## config.mk

```make
export PLATFORM = sky130hd
export DESIGN_NAME = ax25_frame_fcs_builder
export DESIGN_NICKNAME = d
export VERILOG_FILES = /design/src/sv/ax25fcs_pkg.sv /design/src/sv/ax25_frame_fcs_builder.sv /design/src/sv/ax25fcs_crc_fold.sv
export SDC_FILE = /design/constraint.sdc
export NUM_CORES = 1
export LEC_CHECK = 0
export ABC_AREA = 1
export BUFFER_PORTS_ARGS = -buffer_cell sky130_fd_sc_hd__buf_2
export CORE_ASPECT_RATIO = 0.75
export CORE_MARGIN = 2
export CORE_UTILIZATION = 58
export DETAILED_ROUTE_END_ITERATION = 10
export GPL_ROUTABILITY_DRIVEN = 1
export PLACE_DENSITY = 0.82
export SLEW_MARGIN = 15
export SYNTH_ARGS = -nofsm -noshare
export SYNTH_HDL_FRONTEND = slang
export SYNTH_SLANG_ARGS = --single-unit
```

## constraint.sdc

```tcl
create_clock -name clk -period 2.71 [get_ports clk]
set_input_delay 0.542 -clock clk [delete_from_list [all_inputs] [get_ports clk]]
set_output_delay 0.542 -clock clk [all_outputs]
set_load 0.02 [all_outputs]
```

## src/sv/ax25fcs_pkg.sv

```systemverilog
// ----------------------------------------------------------------------------
// ax25fcs_pkg
// Shared types and constants for the AX.25 frame and FCS builder.
// ----------------------------------------------------------------------------
package ax25fcs_pkg;

    // HDLC flag and CRC constants
    localparam logic [7:0]  FLAG_BYTE     = 8'h7E;
    localparam logic [15:0] CRC_INIT      = 16'hFFFF;
    localparam int          CNT_W         = 6;
    localparam logic [CNT_W-1:0] CLOSE_LAST     = 6'd2;   // three closing flags
    localparam logic [CNT_W-1:0] MAX_OPEN_FLAGS = 6'd32;
    localparam logic [CNT_W-1:0] MIN_OPEN_FLAGS = 6'd1;
    localparam logic [CNT_W-1:0] OPEN_FLAGS_RST = 6'd4;

    // One accepted body byte with its framing marks
    typedef struct packed {
        logic [7:0] data_byte;
        logic       frame_start;
        logic       frame_end;
        logic       is_address;
        logic       address_end;
    } ax25fcs_in_t;

    // One emitted frame byte
    typedef struct packed {
        logic [7:0] out_byte;
        logic       run_last;
        logic       frame_complete;
    } ax25fcs_out_t;

    // Emission phase of the item held in the work register
    typedef enum logic [2:0] {
        PH_OPEN,
        PH_BODY,
        PH_FCS_LO,
        PH_FCS_HI,
        PH_CLOSE
    } ax25fcs_phase_t;

endpackage

```

## src/sv/ax25_frame_fcs_builder.sv

```systemverilog
// ----------------------------------------------------------------------------
// ax25_frame_fcs_builder
// Wraps AX.25 body bytes with opening flags, the complemented FCS and
// three closing flags.
// ----------------------------------------------------------------------------
// Throughput: an item is held in the work register, and each frame byte it
//   emits is registered in the output register, one frame byte per cycle while
//   out_ready does not hold the output; an item holds the work register until it
//   has emitted all its bytes (one for a plain body byte, up to 38 at a frame start and end).
// Reset: rst_n clears handshake state, sets the CRC to 0xFFFF and the opening
//   flag count to 4.
module ax25_frame_fcs_builder (
    input  logic                      clk,
    input  logic                      rst_n,
    input  logic                      cfg_valid,
    output logic                      cfg_ready,
    input  logic [5:0]                cfg_data,
    input  logic                      in_valid,
    output logic                      in_ready,
    input  ax25fcs_pkg::ax25fcs_in_t  in_data,
    output logic                      out_valid,
    input  logic                      out_ready,
    output ax25fcs_pkg::ax25fcs_out_t out_data
);

    import ax25fcs_pkg::*;

    logic [CNT_W-1:0] flag_cfg_reg;
    logic             cur_valid_reg;
    logic             cur_valid_next;
    ax25fcs_in_t      cur_item_reg;
    ax25fcs_phase_t   phase_reg;
    ax25fcs_phase_t   phase_next;
    logic [CNT_W-1:0] cnt_reg;
    logic [CNT_W-1:0] cnt_next;
    logic [15:0]      crc_reg;
    logic [15:0]      crc_next;
    logic             out_valid_reg;
    ax25fcs_out_t     out_item_reg;

    logic             out_free;
    logic             emit;
    logic             item_done;
    logic             in_xfer;
    logic [CNT_W-1:0] open_limit;
    logic [7:0]       body_byte;
    logic [15:0]      crc_base;
    logic [15:0]      crc_folded;
    ax25fcs_out_t     res;

    // config register, always writable
    assign cfg_ready = 1'b1;

    always_ff @(posedge clk or negedge rst_n)
    begin
        if (!rst_n)
            flag_cfg_reg <= OPEN_FLAGS_RST;
        else if (cfg_valid)
            flag_cfg_reg <= cfg_data;
    end

    // clamp flag count to 1..32
    always_comb
    begin
        if (flag_cfg_reg == '0)
            open_limit = MIN_OPEN_FLAGS;
        else if (flag_cfg_reg > MAX_OPEN_FLAGS)
            open_limit = MAX_OPEN_FLAGS;
        else
            open_limit = flag_cfg_reg;
    end

    // address shaping of the body byte
    always_comb
    begin
        body_byte = cur_item_reg.is_address ? {cur_item_reg.data_byte[6:0], 1'b0}
                                            : cur_item_reg.data_byte;
        if (cur_item_reg.address_end)
            body_byte[0] = 1'b1;
    end

    // CRC restarts on the first body byte of a frame
    assign crc_base = cur_item_reg.frame_start ? CRC_INIT : crc_reg;

    ax25fcs_crc_fold u_crc (
        .crc_in  (crc_base),
        .data_in (body_byte),
        .crc_out (crc_folded)
    );

    // handshake
    assign out_free = !out_valid_reg || out_ready;
    assign emit     = cur_valid_reg && out_free;
    assign in_ready = !cur_valid_reg || (emit && item_done);
    assign in_xfer  = in_valid && in_ready;

    // sequencer: next phase and the byte emitted this cycle
    always_comb
    begin
        phase_next = phase_reg;
        cnt_next   = cnt_reg;
        crc_next   = crc_reg;
        item_done  = 1'b0;
        res        = '{out_byte: FLAG_BYTE, run_last: 1'b0, frame_complete: 1'b0};
        case (phase_reg)
            PH_OPEN:
            begin
                if (cnt_reg == open_limit - 6'd1)
                begin
                    phase_next = PH_BODY;
                    cnt_next   = '0;
                end
                else
                    cnt_next = cnt_reg + 6'd1;
            end
            PH_BODY:
            begin
                res.out_byte = body_byte;
                res.run_last = !cur_item_reg.frame_end;
                crc_next     = crc_folded;
                if (cur_item_reg.frame_end)
                    phase_next = PH_FCS_LO;
                else
                    item_done = 1'b1;
            end
            PH_FCS_LO:
            begin
                res.out_byte = ~crc_reg[7:0];
                phase_next   = PH_FCS_HI;
            end
            PH_FCS_HI:
            begin
                res.out_byte = ~crc_reg[15:8];
                phase_next   = PH_CLOSE;
                cnt_next     = '0;
            end
            PH_CLOSE:
            begin
                if (cnt_reg == CLOSE_LAST)
                begin
                    res.run_last       = 1'b1;
                    res.frame_complete = 1'b1;
                    item_done          = 1'b1;
                end
                else
                    cnt_next = cnt_reg + 6'd1;
            end
            default:
            begin
                item_done = 1'b1;
            end
        endcase

        // load a new item, or hold when the output is blocked
        if (!emit)
        begin
            phase_next = phase_reg;
            cnt_next   = cnt_reg;
            crc_next   = crc_reg;
        end
        if (in_xfer)
        begin
            phase_next = in_data.frame_start ? PH_OPEN : PH_BODY;
            cnt_next   = '0;
        end
        cur_valid_next = in_xfer || (cur_valid_reg && !(emit && item_done));
    end

    // control and CRC state
    always_ff @(posedge clk or negedge rst_n)
    begin
        if (!rst_n)
        begin
            cur_valid_reg <= 1'b0;
            phase_reg     <= PH_BODY;
            cnt_reg       <= '0;
            crc_reg       <= CRC_INIT;
            out_valid_reg <= 1'b0;
        end
        else
        begin
            cur_valid_reg <= cur_valid_next;
            phase_reg     <= phase_next;
            cnt_reg       <= cnt_next;
            crc_reg       <= crc_next;
            if (out_free)
                out_valid_reg <= emit;
        end
    end

    // payload registers
    always_ff @(posedge clk)
    begin
        if (in_xfer)
            cur_item_reg <= in_data;
        if (emit)
            out_item_reg <= res;
    end

    assign out_valid = out_valid_reg;
    assign out_data  = out_item_reg;

endmodule

```

## src/sv/ax25fcs_crc_fold.sv

```systemverilog
// ----------------------------------------------------------------------------
// ax25fcs_crc_fold
// Byte-wide update of the reflected CRC-16/X.25 (poly 0x8408).
// ----------------------------------------------------------------------------
module ax25fcs_crc_fold (
    input  logic [15:0] crc_in,
    input  logic [7:0]  data_in,
    output logic [15:0] crc_out
);

    logic [7:0]  d0;
    logic [7:0]  d1;
    logic [15:0] d_ext;

    // table-free form: d = (b ^ crc_lo); d ^= d << 4
    always_comb
    begin
        d0      = data_in ^ crc_in[7:0];
        d1      = d0 ^ {d0[3:0], 4'b0000};
        d_ext   = {8'h00, d1};
        crc_out = {d1, crc_in[15:8]} ^ (d_ext >> 4) ^ (d_ext << 3);
    end

endmodule
```

==> results of run 1 <==
[placed cells by master, fill, tap and decap left out, types with 2 or more instances in the layout]
| master | n |
|---|---|
| o21ai_0 | 23 |
| clkinv_2 | 2 |
| ha_1 | 3 |
| o21ai_1 | 11 |
| dfrtp_1 | 15 |
| mux2i_1 | 2 |
| xor2_1 | 14 |
| inv_1 | 30 |
| nor3_1 | 2 |
| nor2_1 | 32 |
| edfxtp_1 | 22 |
| xor2_2 | 2 |
| or2_0 | 2 |
| o221ai_1 | 7 |
| clkbuf_8 | 5 |
| xnor2_1 | 10 |
| nand2_4 | 2 |
| a31oi_1 | 2 |
| buf_2 | 34 |
| a21oi_1 | 6 |
| dfstp_2 | 18 |
| o21a_1 | 2 |
| nand3_1 | 14 |
| nand4_1 | 3 |
| nand2_1 | 76 |
| nor2_2 | 2 |
| mux2_2 | 3 |
| inv_2 | 6 |
| nand2_2 | 2 |
| buf_4 | 3 |
| clkinv_1 | 2 |
| o21bai_1 | 2 |
[power breakdown]
part	switching [W]	total, W	internal [W]	leakage (nW)
logic	0.00121	0.00191	0.000697	0.872
registers	0.000219	0.00154	0.00132	0.576
clock network	0.000266	0.000537	0.000271	0.0556
total	0.00169	0.00398	0.00229	1.50
[worst max-delay path, cell delays in order (launching register included)]
cell	delay, ns
dfstp_2	0.58
inv_1	0.05
nor2_1	0.12
inv_2	0.12
nor2_4	0.17
nand2_1	0.08
nand2_2	0.09
o21ai_2	0.07
nand2_4	0.09
buf_2	0.17
[worst max-delay path by stage]
| stage | to | slack [ns] | cells after the start |
|---|---|---|---|
| finish | in_ready | 0.31 | 9 |
| global route | in_ready | 0.20 | 9 |
| CTS | in_ready | 0.30 | 9 |
| detailed placement | phase_reg[1]$_DFFE_PN0P_ | 0.46 | 15 |
| global placement | phase_reg[1]$_DFFE_PN0P_ | 0.59 | 15 |
| floorplan | phase_reg[1]$_DFFE_PN0P_ | 0.68 | 15 |
[cell families (layout without fill, tap and decap cells)]
| group | count (synthesis) | count (layout) | share of synthesized area |
|---|---|---|---|
| buffers and inverters | 45 | 83 | 0.0606 |
| and+or+nand+nor | 139 | 139 | 0.201 |
| adders and majority gates | 3 | 3 | 0.0125 |
| other | 1 | 1 | 0.00124 |
| DFF | 55 | 55 | 0.501 |
| AOI/OAI and AO/OA | 58 | 58 | 0.117 |
| muxes | 5 | 5 | 0.0178 |
| xor gates and xnor gates | 27 | 27 | 0.0897 |
[cell type report]
class | count | area [um2] | area share
inverters | 38 | 144 | 0.0429
flip-flops and latches | 55 | 1510 | 0.450
repair buffers | 37 | 193 | 0.0575
well taps | 60 | 75.1 | 0.0224
clock buffers | 5 | 68.8 | 0.0205
clock inverters | 3 | 38.8 | 0.0116
multi-input cells | 233 | 1320 | 0.395
[per-stage QoR]
stage | hold WS (ns) | worst slack, ns
floorplan | 0.246 | 0.681
global placement | 0.472 | 0.586
detailed placement | 0.479 | 0.459
CTS | 0.315 | 0.301
global route | 0.344 | 0.197
finish | 0.283 | 0.306
[metal layers]
metal  vias to the layer above  wire length [um]  global-route usage
met5                         -                 0                   0
met4                         0                47              0.0654
met3                         5               392              0.0499
met2                        77              2350               0.313
met1                      1060              2880               0.327
li1                       1169                 -                   -
==> flow_summary.ini, run 1 <==
[power_and_ir_drop]
p_total_w = 0.00398
irDropWorstVdd_mv = 0.476
p_leak_nw = 1.50
powerDensity_nw_per_um2 = 1190

[sta]
fin_crit_ns = 2.40
tns_ns = 0
max_freq_mhz = 416
tightestPinTransition_ns = 0.736
finalCritPeriodShare = 0.887
setup_viol = 0
maxSlewHeadroom = 0.504
slew_violations = 0
rsz0062_at_grt = no
finalHoldViolations = 0
skew_ns = 0.0115

[layout]
drive_gt1_frac = 0.232
nFillCells = 379
largest_reg_flops = 16
area_delta_synth_final_pct = 11.2
diodes = 0
design_area_um2 = 3350
layout.nets = 396
postLayoutCoreUtil = 0.676
final_cells = 431

[detailed_routing]
dr_total_vias = 2311
drt_iter0_markers = 141
ant_nets = 0
routed_wl_um = 5670
drcViolationCount = 0
routedWlPerCell_um = 13.2
dr.pass1.iters = 4
via_per_inst = 5.36

[placed_design]
portBuffers = 34
hpwl_um = 4240
place_congestion = 0.921
postPlaceCellArea_um2 = 3240
dp_cells = 423

[die]
die_h_um = 66.4
dieWidth_um = 87.2
row_count = 22
core_um2 = 4950
ios = 36
start_util = 0.608
dieArea_um2 = 5800

[clock_network]
cts_tree = yes
cts_setup_buffers = 0
cts_root_buffer = clkbuf_8
path_clk_slew_ns = 0.10
cts_buffers = 5
cts_max_level = 2
cts_sinks = 55
hold_buffers = 0
clk_latency_ns = 0.31
ctsResizeCount = 0
clockBufferDepth = 2

[yosys]
yosysMostFrequentCell = nand2_1
synth_common_cells = 76 x nand2_1, 32 x nor2_1, 30 x inv_1, 23 x o21ai_0, 22 x edfxtp_1
yosys.area.top_type = edfxtp_1
netlist.area_leader.share = 0.219
synthesis.nets = 359
synth-edff-count = 22
syn_area_um2 = 3010
synth_area_leaders = edfxtp_1 22%, dfstp_2 16%, dfrtp_1 12%
netlist_instances = 333
postSynthAreaPerCell_um2 = 9.05
async_reset_ff_frac = 0.600
ys.flop_type = edfxtp_1
ys_ff_latch = 55
yosysSeqAreaShare = 0.501
yosysWarnings = 0
ys_types = 44

[critical_path]
cp_max_fo = 9
worst_setup_path_end_kind = output port
start_kind = flop
cp.arrival_ns = 1.86
reg2reg_depth = 15
critPathKind = flop to output port
crit_required_ns = 2.17
reg2reg_from = flag_cfg_reg[1]$_DFFE_PN0P_
startpoint = phase_reg[0]$_DFFE_PN1P_
worstReg2RegEnd = phase_reg[1]$_DFFE_PN0P_
r2r_setup_slack_ns = 0.44

[grt]
grt_usage = 0.218
antenna_found_initial = 0
grt_max_degree = 34
grt_first_pass_wirelength_um = 9570
grt_pass1_vias = 2030
grt_overflow = 0

[min_path]
hp-class = input port to async pin

[outcome]
outcome = finished, final reports clean

[run]
max_cap_violations = 0
(Power assumes the default switching activity.)
==> run 2, diff against run 1 <==
Settings changed: CORE_MARGIN 2 to unset, CTS_CLUSTER_DIAMETER set to 40.
==> flow_summary.ini, run 2 (synthesis gave the netlist of run 1 again) <==
[outcome]
outcome = finished, final reports clean

[critical_path]
cp_max_fo = 9
cp.arrival_ns = 1.85
crit_chain = inv_1 -> nor2_1 -> inv_2 -> nor2_4 -> nand2_1 -> nand2_2 -> o21ai_2 -> nand2_4 -> buf_2
max_stage_delay_ns = 0.58
r2r_setup_slack_ns = 0.39
critPathKind = flop to output port
start_kind = flop
crit_slowest_cell = dfstp_2
crit_required_ns = 2.17
worst_setup_path_end_kind = output port

[clock_network]
cts_setup_buffers = 0
ctsResizeCount = 0
cts_sinks = 55
cts_buffers = 5
clk_latency_ns = 0.31
cts_max_level = 2
hold_buffers = 0
path_clk_slew_ns = 0.09
cts_root_buffer = clkbuf_8
clockBufferDepth = 2
cts_tree = yes

[detailed_routing]
via_per_inst = 5.38
wl_met3_um = 361
route.met2.wl_um = 2440
routed_wl_um = 5700
dr_total_vias = 2320
drcViolationCount = 0
dr.pass1.iters = 4
ant_nets = 0
top_layer_used = met5
met1_length_um = 2810
routedWlPerCell_um = 13.2
drt_iter0_markers = 211

[layout]
drive_gt1_frac = 0.229
layout_common_cells = 76 x nand2_1, 34 x buf_2, 32 x nor2_1
postLayoutCoreUtil = 0.676
layout.nets = 396
nFillCells = 405
diodes = 0
area_delta_synth_final_pct = 11.1
design_area_um2 = 3350
largest_reg_flops = 16
final_common_cell = nand2_1
multiInputGateArea_um2 = 1320
seqCellArea_um2 = 1510
final_cells = 431

[power_and_ir_drop]
swShare = 0.423
powerDensity_nw_per_um2 = 1190
irDropWorstVdd_mv = 0.524
p_int_w = 0.00229
p_sw_w = 0.00168
p_clk_frac = 0.132
p_comb_frac = 0.481
p_leak_nw = 1.50
pwr-share-seq = 0.387
p_total_w = 0.00398

[sta]
max_freq_mhz = 418
tns_ns = 0
tightestPinTransition_ns = 0.728
skew_ns = 0.00933
slew_violations = 0
finalHoldViolations = 0
maxSlewHeadroom = 0.510
setup_viol = 0
rsz0062_at_grt = no
finalCritPeriodShare = 0.883
fin_crit_ns = 2.39

[grt]
grt_overflow = 0
grt_max_degree = 34
grt_first_pass_wirelength_um = 9890
grt_pass1_vias = 2115
grt_usage = 0.238
antenna_found_initial = 1

[die]
dieArea_um2 = 5490
die_h_um = 64.4
core_um2 = 4950
start_util = 0.608
dieWidth_um = 85.2
ios = 36
row_count = 22

[placed_design]
place_congestion = 0.876
hpwl_um = 4310
dp_cells = 423
portBuffers = 34
postPlaceCellArea_um2 = 3240

[run]
max_cap_violations = 0

[min_path]
hp-class = input port to async pin
run 2: cell types whose count changed in the layout (fill, tap and decap cells not counted), sizes merged:
cell / previous run / this run
clkbuf: 5 / 7
clkinv: 4 / 2
run 2: critical path, delay by kind of cell (launching register included):
kind,cells,cell delay [ns]
AND/OR/NAND/NOR,5,0.57
AO/OA/AOI/OAI,1,0.07
buffers and inverters,3,0.32
flip-flops,1,0.58
run 2: path summary, 6_finish.rpt:
path                                              from                         to  depth (start not counted)
max                           phase_reg[0]$_DFFE_PN1P_                   in_ready                          9
min                                              rst_n     cnt_reg[2]$_DFFE_PN0P_                          1
max reg2reg                flag_cfg_reg[2]$_DFFE_PN1P_   phase_reg[1]$_DFFE_PN0P_                         15
min reg2reg                    crc_reg[10]$_DFFE_PN1P_    crc_reg[10]$_DFFE_PN1P_                          2
max in group asynchronous                        rst_n   phase_reg[1]$_DFFE_PN0P_                          1
min in group clk                            in_data[4]  cur_item_reg[4]$_DFFE_PN_                          1
run 2: layout make-up:
cell class,instances,share of cell area
flip-flops and latches,55,0.451
clock inverters,1,0.00897
repair buffers,37,0.0575
inverters,38,0.0430
clock buffers,7,0.0228
multi-input cells,233,0.395
well taps,60,0.0224
run 2: through the flow:
stage	hold WS [ns]	setup slack (ns)
detailed placement	0.473	0.448
CTS	0.308	0.314
global placement	0.472	0.580
finish	0.280	0.316
floorplan	0.246	0.681
global route	0.343	0.155
run 2: per-layer routing:
metal,GRT usage,up-vias
li1,-,1175
met1,0.354,1058
met2,0.345,75
met3,0.0548,10
met4,0.0784,2
met5,0,-
run 2: power groups by stage:
stage          registers, W  clock network, W  logic (W)
5_1_grt             0.00158          0.000572    0.00216
2_1_floorplan       0.00160                 0    0.00141
4_1_cts             0.00154          0.000537    0.00191
3_5_place_dp        0.00155                 0    0.00190
6_report            0.00154          0.000525    0.00191
3_3_place_gp        0.00154                 0    0.00184
==> run 3, diff against run 2 <==
Settings changed: CORE_UTILIZATION 58 to 60, PLACE_DENSITY 0.82 to 0.85.
Clock period 2.71 ns to 2.8 ns, I/O delays scaled along.
==> flow_summary.ini, run 3 (synthesis gave the netlist of run 1 again) <==
[outcome]
outcome = finished with violations
violations = DRC

[detailed_routing]
route.met2.wl_um = 2390
drt_iter0_markers = 236
drcViolationCount = 8
dr_total_vias = 2328
met1_length_um = 2780
via_per_inst = 5.46
routed_wl_um = 5670
dr.pass1.iters = 8
top_layer_used = met4
wl_met3_um = 434
ant_nets = 0
routedWlPerCell_um = 13.3

[die]
die_h_um = 63.4
dieArea_um2 = 5310
core_um2 = 4650
row_count = 21
ios = 36
dieWidth_um = 83.8
start_util = 0.648

[critical_path]
crit_required_ns = 2.24
start_kind = flop
worst_setup_path_end_kind = output port
cp_max_fo = 6
cp.arrival_ns = 1.87
critPathKind = flop to output port

[layout]
layout_common_cells = 76 x nand2_1, 34 x buf_2, 32 x nor2_1
layout.nets = 394
drive_gt1_frac = 0.230
final_common_cell = nand2_1
area_delta_synth_final_pct = 11.5
final_cells = 426
diodes = 0
nFillCells = 333
largest_reg_flops = 16

[clock_network]
ctsResizeCount = 0
cts_sinks = 55
path_clk_slew_ns = 0.10
cts_tree = yes
clockBufferDepth = 2
cts_buffers = 5
cts_root_buffer = clkbuf_8
hold_buffers = 0
cts_max_level = 2
cts_setup_buffers = 0
clk_latency_ns = 0.31

[placed_design]
dp_cells = 418
portBuffers = 34
place_congestion = 0.868
pre_cts_slack_ns = 0.579
hpwl_um = 4130

[sta]
slew_violations = 0
skew_ns = 0.00935
whs_ns = 0.308
fin_crit_ns = 2.43
finalHoldViolations = 0
tns_ns = 0
timing.final.ws_setup_ns = 0.365
maxSlewHeadroom = 0.494
rsz0062_at_grt = no
tightestPinTransition_ns = 0.758
max_freq_mhz = 411
setup_viol = 0
finalCritPeriodShare = 0.870

[min_path]
hp-class = input port to async pin

[power_and_ir_drop]
irDropWorstVdd_mv = 0.617
powerDensity_nw_per_um2 = 1170
p_leak_nw = 1.50

[grt]
grt_max_degree = 34
antenna_found_initial = 0
grt_first_pass_wirelength_um = 9670
grt_overflow = 0
grt_pass1_vias = 2127
grt_usage = 0.237

[run]
max_cap_violations = 0
[run 3: critical path, stage by stage, from the launching register on]
cell	delay [ns]
dfrtp_1	0.45
inv_1	0.12
ha_1	0.15
inv_1	0.04
nor3_1	0.18
nand4_2	0.16
nand2_2	0.13
o21ai_2	0.07
nand2_4	0.09
buf_2	0.17
[run 3: final timing paths]
check	startpoint	to	slack, ns	cells after the start
setup / recovery	cnt_reg[0]$_DFFE_PN0P_	in_ready	0.37	9
hold / removal	rst_n	flag_cfg_reg[1]$_DFFE_PN0P_	0.31	1
setup reg to reg	flag_cfg_reg[2]$_DFFE_PN1P_	phase_reg[1]$_DFFE_PN0P_	0.51	15
hold reg to reg	crc_reg[10]$_DFFE_PN1P_	crc_reg[10]$_DFFE_PN1P_	0.49	2
max in group asynchronous	rst_n	phase_reg[1]$_DFFE_PN0P_	2.01	1
min in group clk	in_data[6]	cur_item_reg[6]$_DFFE_PN_	0.42	1
[run 3: layout make-up]
type / count / area, um2 / area share
well taps: 57 / 71.3 / 0.0212
multi-input cells: 233 / 1320 / 0.394
inverters: 38 / 144 / 0.0428
clock buffers: 5 / 68.8 / 0.0205
flip-flops and latches: 55 / 1510 / 0.449
clock inverters: 3 / 67.6 / 0.0201
repair buffers: 35 / 178 / 0.0529
[run 3: report_power, final]
part	switching, W	internal (W)
Clock	0.000259	0.000356
Sequential	0.000223	0.00128
Combinational	0.00116	0.000668
Total	0.00165	0.00230
[run 3: per-stage QoR]
step	util	power, W	cell area, um2
after detailed placement	0.693	0.00331	3220
after CTS	0.723	0.00394	3360
final	0.723	0.00395	3360
after floorplan	-	0.00291	3010
after global placement	0.693	0.00325	3220
after global routing	0.723	0.00423	3360
[run 3: routing by layer]
layer | track usage | vias up
li1 | - | 1162
met1 | 0.346 | 1056
met2 | 0.350 | 103
met3 | 0.0537 | 7
met4 | 0.0819 | 0
met5 | 0 | -
